$ cat config.mk
export PLATFORM = sky130hd
export DESIGN_NAME = sis_cell
export DESIGN_NICKNAME = d
export VERILOG_FILES = /design/src/rtl/assert_macros.svh /design/src/rtl/sis_pkg.sv /design/src/rtl/sis_cell.sv
export SDC_FILE = /design/constraint.sdc
export NUM_CORES = 1
export LEC_CHECK = 0
export BUFFER_PORTS_ARGS = -buffer_cell sky130_fd_sc_hd__buf_4
export CORE_MARGIN = 4
export CORE_UTILIZATION = 42
export CTS_CLUSTER_DIAMETER = 50
export DETAILED_ROUTE_END_ITERATION = 6
export GPL_TIMING_DRIVEN = 0
export PLACE_DENSITY = 0.81
export SLEW_MARGIN = 10
export SYNTH_ARGS = -nofsm -noshare
export SYNTH_HDL_FRONTEND = slang
export SYNTH_SLANG_ARGS = --single-unit
$ cat constraint.sdc
create_clock -name clock -period 2.9 [get_ports clock]
set_clock_uncertainty 0.2 [all_clocks]
set_input_delay 0 -clock clock [delete_from_list [all_inputs] [get_ports clock]]
set_output_delay 0 -clock clock [all_outputs]
set_load 0.005 [all_outputs]
$ cat src/rtl/assert_macros.svh
// Assertion macros used by the sorted integer set top level.
`ifndef ASSERT_MACROS_SVH
`define ASSERT_MACROS_SVH

// Implication checked at every rising edge outside reset.
`define ASSERT_CLK(label, clk, rst, prop, msg) \
   label: assert property (@(posedge clk) disable iff (rst) prop) else $error(msg);

// Condition that must never be true outside reset.
`define ASSERT_NEVER(label, clk, rst, cond, msg) \
   label: assert property (@(posedge clk) disable iff (rst) !(cond)) else $error(msg);

`endif

$ cat src/rtl/sis_pkg.sv
// Types and constants for the sorted integer set.
`timescale 1ns / 1ps

package sis_pkg;

   localparam int unsigned KEY_WIDTH      = 32;
   localparam int unsigned FUNC_WIDTH     = 2;
   localparam int unsigned STATUS_WIDTH   = 2;
   localparam int unsigned POS_WIDTH      = 6;
   localparam int unsigned CNT_OUT_WIDTH  = 7;
   localparam int unsigned RSP_DATA_WIDTH = 16;

   typedef enum logic [FUNC_WIDTH-1:0] {
      FUNC_INSERT = 2'd0,
      FUNC_REMOVE = 2'd1,
      FUNC_FIND   = 2'd2
   } func_type;

   typedef enum logic [STATUS_WIDTH-1:0] {
      ST_OK       = 2'd0,
      ST_DUP      = 2'd1,
      ST_NOTFOUND = 2'd2,
      ST_FULL     = 2'd3
   } status_type;

   // Per-cycle command broadcast to every cell.
   typedef struct packed {
      logic load;   // latch compare flags against the incoming key
      logic ins;    // shift up from the slot and store the key
      logic rem;    // shift down from the slot
   } cell_ctrl_type;

endpackage

$ cat src/rtl/sis_cell.sv
// One storage cell of the sorted set: holds a key and compares it to the request.
`timescale 1ns / 1ps

module sis_cell #(
   parameter int unsigned INDEX = 0,
   parameter int unsigned CNT_W = 7
) (
   input  logic                              clock,
   input  sis_pkg::cell_ctrl_type            ctrl,
   input  logic [sis_pkg::KEY_WIDTH-1:0]     cmp_key,
   input  logic [sis_pkg::KEY_WIDTH-1:0]     ins_key,
   input  logic [CNT_W-1:0]                  count,
   input  logic                              prev_lt,
   input  logic [sis_pkg::KEY_WIDTH-1:0]     prev_entry,
   input  logic [sis_pkg::KEY_WIDTH-1:0]     next_entry,
   output logic                              lt,
   output logic                              eq,
   output logic [sis_pkg::KEY_WIDTH-1:0]     entry
);
   import sis_pkg::*;

   logic                 occupied;
   logic                 lt_ff;
   logic                 eq_ff;
   logic [KEY_WIDTH-1:0] entry_ff;
   logic [KEY_WIDTH-1:0] entry_in;

   // Entries at or above the count are stale and never match.
   assign occupied = CNT_W'(INDEX) < count;

   always_comb begin
      entry_in = entry_ff;
      if (ctrl.ins && !lt_ff) begin
         entry_in = prev_lt ? ins_key : prev_entry;
      end else if (ctrl.rem && !lt_ff) begin
         entry_in = next_entry;
      end
   end

   always_ff @(posedge clock) begin
      if (ctrl.load) begin
         lt_ff <= occupied && ($signed(entry_ff) < $signed(cmp_key));
         eq_ff <= occupied && (entry_ff == cmp_key);
      end
      entry_ff <= entry_in;
   end

   assign lt    = lt_ff;
   assign eq    = eq_ff;
   assign entry = entry_ff;

endmodule

Word-level counts from Yosys, hierarchy flattened
Index checks and enable logic that the tools add are counted.
{"block": "word_totals", "register_bits": 34, "latch_bits": 0, "ramBits": 0, "rom_bits": 0, "input_bits": 140, "out_inout_bits": 34, "elab_cells": 15, "memories": 0}
{"block": "op_classes", "add_sub_neg": 0, "n_mul": 0, "div": 0, "n_lt_le_gt_ge": 2, "n_eq_ne": 1, "n_shift": 0, "n_mux": 3, "bitwise": 0, "reduce_logical": 6}
{"cell": "$mux 32", "count": 3}
{"cell": "$eq 32x32->1", "count": 1}
{"cell": "$lt 32x32->1", "count": 1}
{"cell": "$lt 1x7->1 const A", "count": 1}
{"cell": "$logic_and 1x1->1", "count": 4}
{"cell": "$reduce_bool 2->1", "count": 1}
{"cell": "$logic_not 1->1", "count": 1}

Depth between registers and ports, before layout
{"block": "depth", "word_depth": 4, "depth_mapped": 7, "mapped_depth_nobuf": 7}

Worst setup path before layout
Ideal clock, no wire load.
{"block": "synth_path", "path_kind": "reg-to-reg", "from": "register lt_ff (netlist: lt)", "to": "register entry_ff[0] (netlist: entry[0]), enable pin", "setup_time_ns": 0.422, "arrival_ns": 1.793, "t_required_ns": 2.278, "slack_ns": 0.485, "path_stages_with_launch": 2, "path_buffers": 0, "synth_period_minus_slack_ns": 2.415, "path_cell_list": "edfxtp_1 -> nor2_1"}
{"block": "synth_between", "elab_chain_cells": 3, "elab_cells_between_ends": 4, "cone_classes": "4 x reduce/logical"}
{"item": "from (decl)", "line": "sis_cell.sv:23", "text": "logic lt_ff;"}
{"item": "from (signal assigned)", "line": "sis_cell.sv:42", "text": "lt_ff <= occupied && ($signed(entry_ff) < $signed(cmp_key));"}
{"item": "$logic_not 1->1 (*)", "line": "sis_cell.sv:33, sis_cell.sv:35"}
{"item": "$logic_and 1x1->1, on equally long branches", "line": "sis_cell.sv:33, sis_cell.sv:35"}
{"item": "$reduce_bool 2->1 (no source line) (*)"}
{"item": "to (signal assigned)", "line": "sis_cell.sv:45", "text": "entry_ff <= entry_in;"}
{"item": "to (decl)", "line": "sis_cell.sv:25", "text": "logic [KEY_WIDTH-1:0] entry_ff;"}
Every way passes the cells marked *; elsewhere a longest branch is shown, timed or not.
A chain may end at the register's enable or synchronous reset.

Final worst setup path
{"block": "layout_path", "from": "register lt_ff (netlist: lt)", "to": "register entry_ff[12] (netlist: entry[12]), data pin"}
{"block": "layout_between", "elab_chain_cells": 3}
{"item": "$logic_not 1->1", "line": "sis_cell.sv:33", "text": "if (ctrl.ins && !lt_ff) begin"}
{"item": "$logic_and 1x1->1", "line": "sis_cell.sv:33"}
{"item": "$mux 32", "line": "sis_cell.sv:33"}
{"item": "via entry_in[12]", "line": "sis_cell.sv:26", "text": "logic [KEY_WIDTH-1:0] entry_in;"}
The timed path passes the listed nets, and every way through them passes these cells.

==> reports/qor.yml <==
status:
  status: "completed"
setup_path:
  path_class: "reg -> reg"
  cp-start-kind: "flip-flop"
  crit_arrival_ps: 2380
  required_ps: 2720
  crit_fanout: 10
  cp-end-kind: "flip-flop"
finish:
  drive_gt1_frac: 0.363
  utilization: 0.802
  nets: 684
  finish.instance_area_sq_mm: 0.00472
  area_growth_syn_to_layout_pct: 86.0
  diodes: 0
routing:
  vias: 2995
  totalWireLength_microns: 9300
  wl_per_cell_microns: 15.8
  first_pass_iters: 4
  drt_iter0_drc: 93
  drc: 0
  antenna_left: 0
  routed_via_density: 5.09
logic_synthesis:
  yosys-top-cells-area: "edfxtp_1 (40%), ha_1 (16%), mux2i_1 (13%), o21ai_0 (7.3%), nand2_1 (5.9%)"
  avgSynthCellArea_sq_um: 9.65
  synth_most_common_cell: "nand2_1"
  synth_fp_nets: 435
  synth_top_area_share: 0.402
  synthFlopType: "edfxtp_1"
  ys_warn_count: 0
  netlist_area_sq_mm: 0.00254
  synth_enable_flop_cells: 34
  synth_top_area_cell: "edfxtp_1"
  yosysSeqAreaShare: 0.402
  synth_seq_cells: 34
  synthTopCellsByCount: "nand2_1 (40), o21ai_0 (37), edfxtp_1 (34)"
  async_flop_share: 0
  synth_cells: 263
  yosys.cell_types.count: 30
cts:
  cts_resized: 0
  cts_tree: "yes"
  cts_root_buf: "clkbuf_8"
  cts_buffer_depth: 2
  cts_buffers: 5
  clk-insertion-delay-late_ps: 280
  cts_sinks: 34
  hold_buffers: 69
  cts.reportedPaths.clkPinSlew_ps: 70
  cts_setup_buffers: 0
  cts_max_level: 2
pwr:
  finalPower_mw: 1.72
  leakage_nw: 2.39
  power_density_mw_per_mm2: 365
  vdd_drop_max_mv: 0.264
placed_design:
  routabilityCongestion: 0.881
  dp_hpwl_microns: 6670
  numPortBuffers: 172
  placed_area_sq_mm: 0.00395
timing:
  finalHoldViolCount: 0
  max_freq_mhz: 391
  setup_tns_ps: 0
  fin_crit_sh: 0.883
  drv_slew: 0
  layout_min_cycle_time_ps: 2560
  rsz0062_at_grt: "false"
  whs_ps: 58.6
  setup_viol: 0
  slew_headroom: 0.596
  worst_pin_slew_ps: 591
floorplanning:
  coreArea_sq_mm: 0.00589
  dieWidth_microns: 85.7
  die_h_microns: 85.7
  rows: 28
  floorplan.initialDensity: 0.431
  die-area_sq_mm: 0.00735
  ios: 174
global_route:
  antenna_found_initial: 0
  grt_max_degree: 30
  grt_overflow: 0
  track_usage: 0.251
  grt_pass1_wl_microns: 14700
  grt_pass1_vias: 3349
worst_hold_path:
  hp-class: "in -> reg"
run:
  maxCapViolations: 0
==> path summary, 6_finish.rpt <==
| kind | from | to | slack [ps] | cells after the start |
|---|---|---|---|---|
| worst max register to register | lt | entry[12] | 340 | 5 |
| worst min-delay path | cmp_key[0] | eq | 60 | 4 |
| worst max-delay path | lt | entry[12] | 340 | 5 |
| worst min register to register | lt | entry[2] | 480 | 1 |
==> logic make-up (layout without fill, tap and decap cells) <==
kind of cell             after synthesis  count (layout)  share of synthesized area
buffers and inverters                 44             294                     0.0666
AO/OA/AOI/OAI                         57              57                      0.121
multiplexers                          33              33                      0.131
flip-flops                            34              34                      0.402
AND/OR/NAND/NOR                       63              63                      0.122
adder cells (fa/ha/maj)               32              32                      0.158
==> metal layers <==
layer  up-vias  wire length [microns]  track usage  part of all wire
li1       1437                      -            -                 -
met1      1382                   3290        0.262              0.35
met2       143                   5020        0.477              0.54
met3        33                    624       0.0384             0.067
met4         0                    365        0.134             0.039
met5         -                      0            0                 0
==> power by group <==
group	leakage (nW)	internal (mW)	switching (mW)	total [mW]
Clock	0.0407	0.160	0.161	0.321
Combinational	2.02	0.428	0.294	0.722
Sequential	0.333	0.636	0.0418	0.678
Total	2.39	1.22	0.497	1.72
==> sequential cells by signal, indices dropped and copies added, names as in the netlist <==
register  count
entry        32
eq            1
lt            1
==> critical path: stages, from the launching register on <==
cell,delay [ps]
edfxtp_1,420
nand2b_1,150
clkbuf_1,350
clkbuf_1,380
o21ai_0,200
dlygate4sd3_1,600
==> layout make-up <==
cell class,instances,area (sq um)
fillers,396,1160
well taps,75,93.8
inverters,33,124
multi-input cells,185,1360
repair buffers,242,2000
clock inverters,3,11.3
flip-flops and latches,34,1020
clock buffers,5,68.8
plain buffers,11,45.0
==> metrics by stage <==
step | worst slack [ps] | cells
after floorplan | 485 | 263
after global placement | -98.4 | 510
after detailed placement | 424 | 511
after CTS | 391 | 588
after global routing | 180 | 588
final | 339 | 588
==> layout by cell type, fill, tap and decap left out, types with 2 or more instances in the layout <==
cell,Yosys,layout
mux2i_1,32,32
nand4_1,6,6
a21oi_1,12,12
nor2_1,5,4
o21ai_0,37,37
inv_1,33,33
nor4b_1,2,2
buf_2,3,3
clkinv_1,0,3
clkbuf_1,8,8
edfxtp_1,34,34
nor2b_1,2,2
ha_1,32,32
nand2_1,40,40
buf_4,0,172
clkbuf_8,0,5
dlygate4sd3_1,0,69
Note: power is estimated with default switching activity, not from simulation.
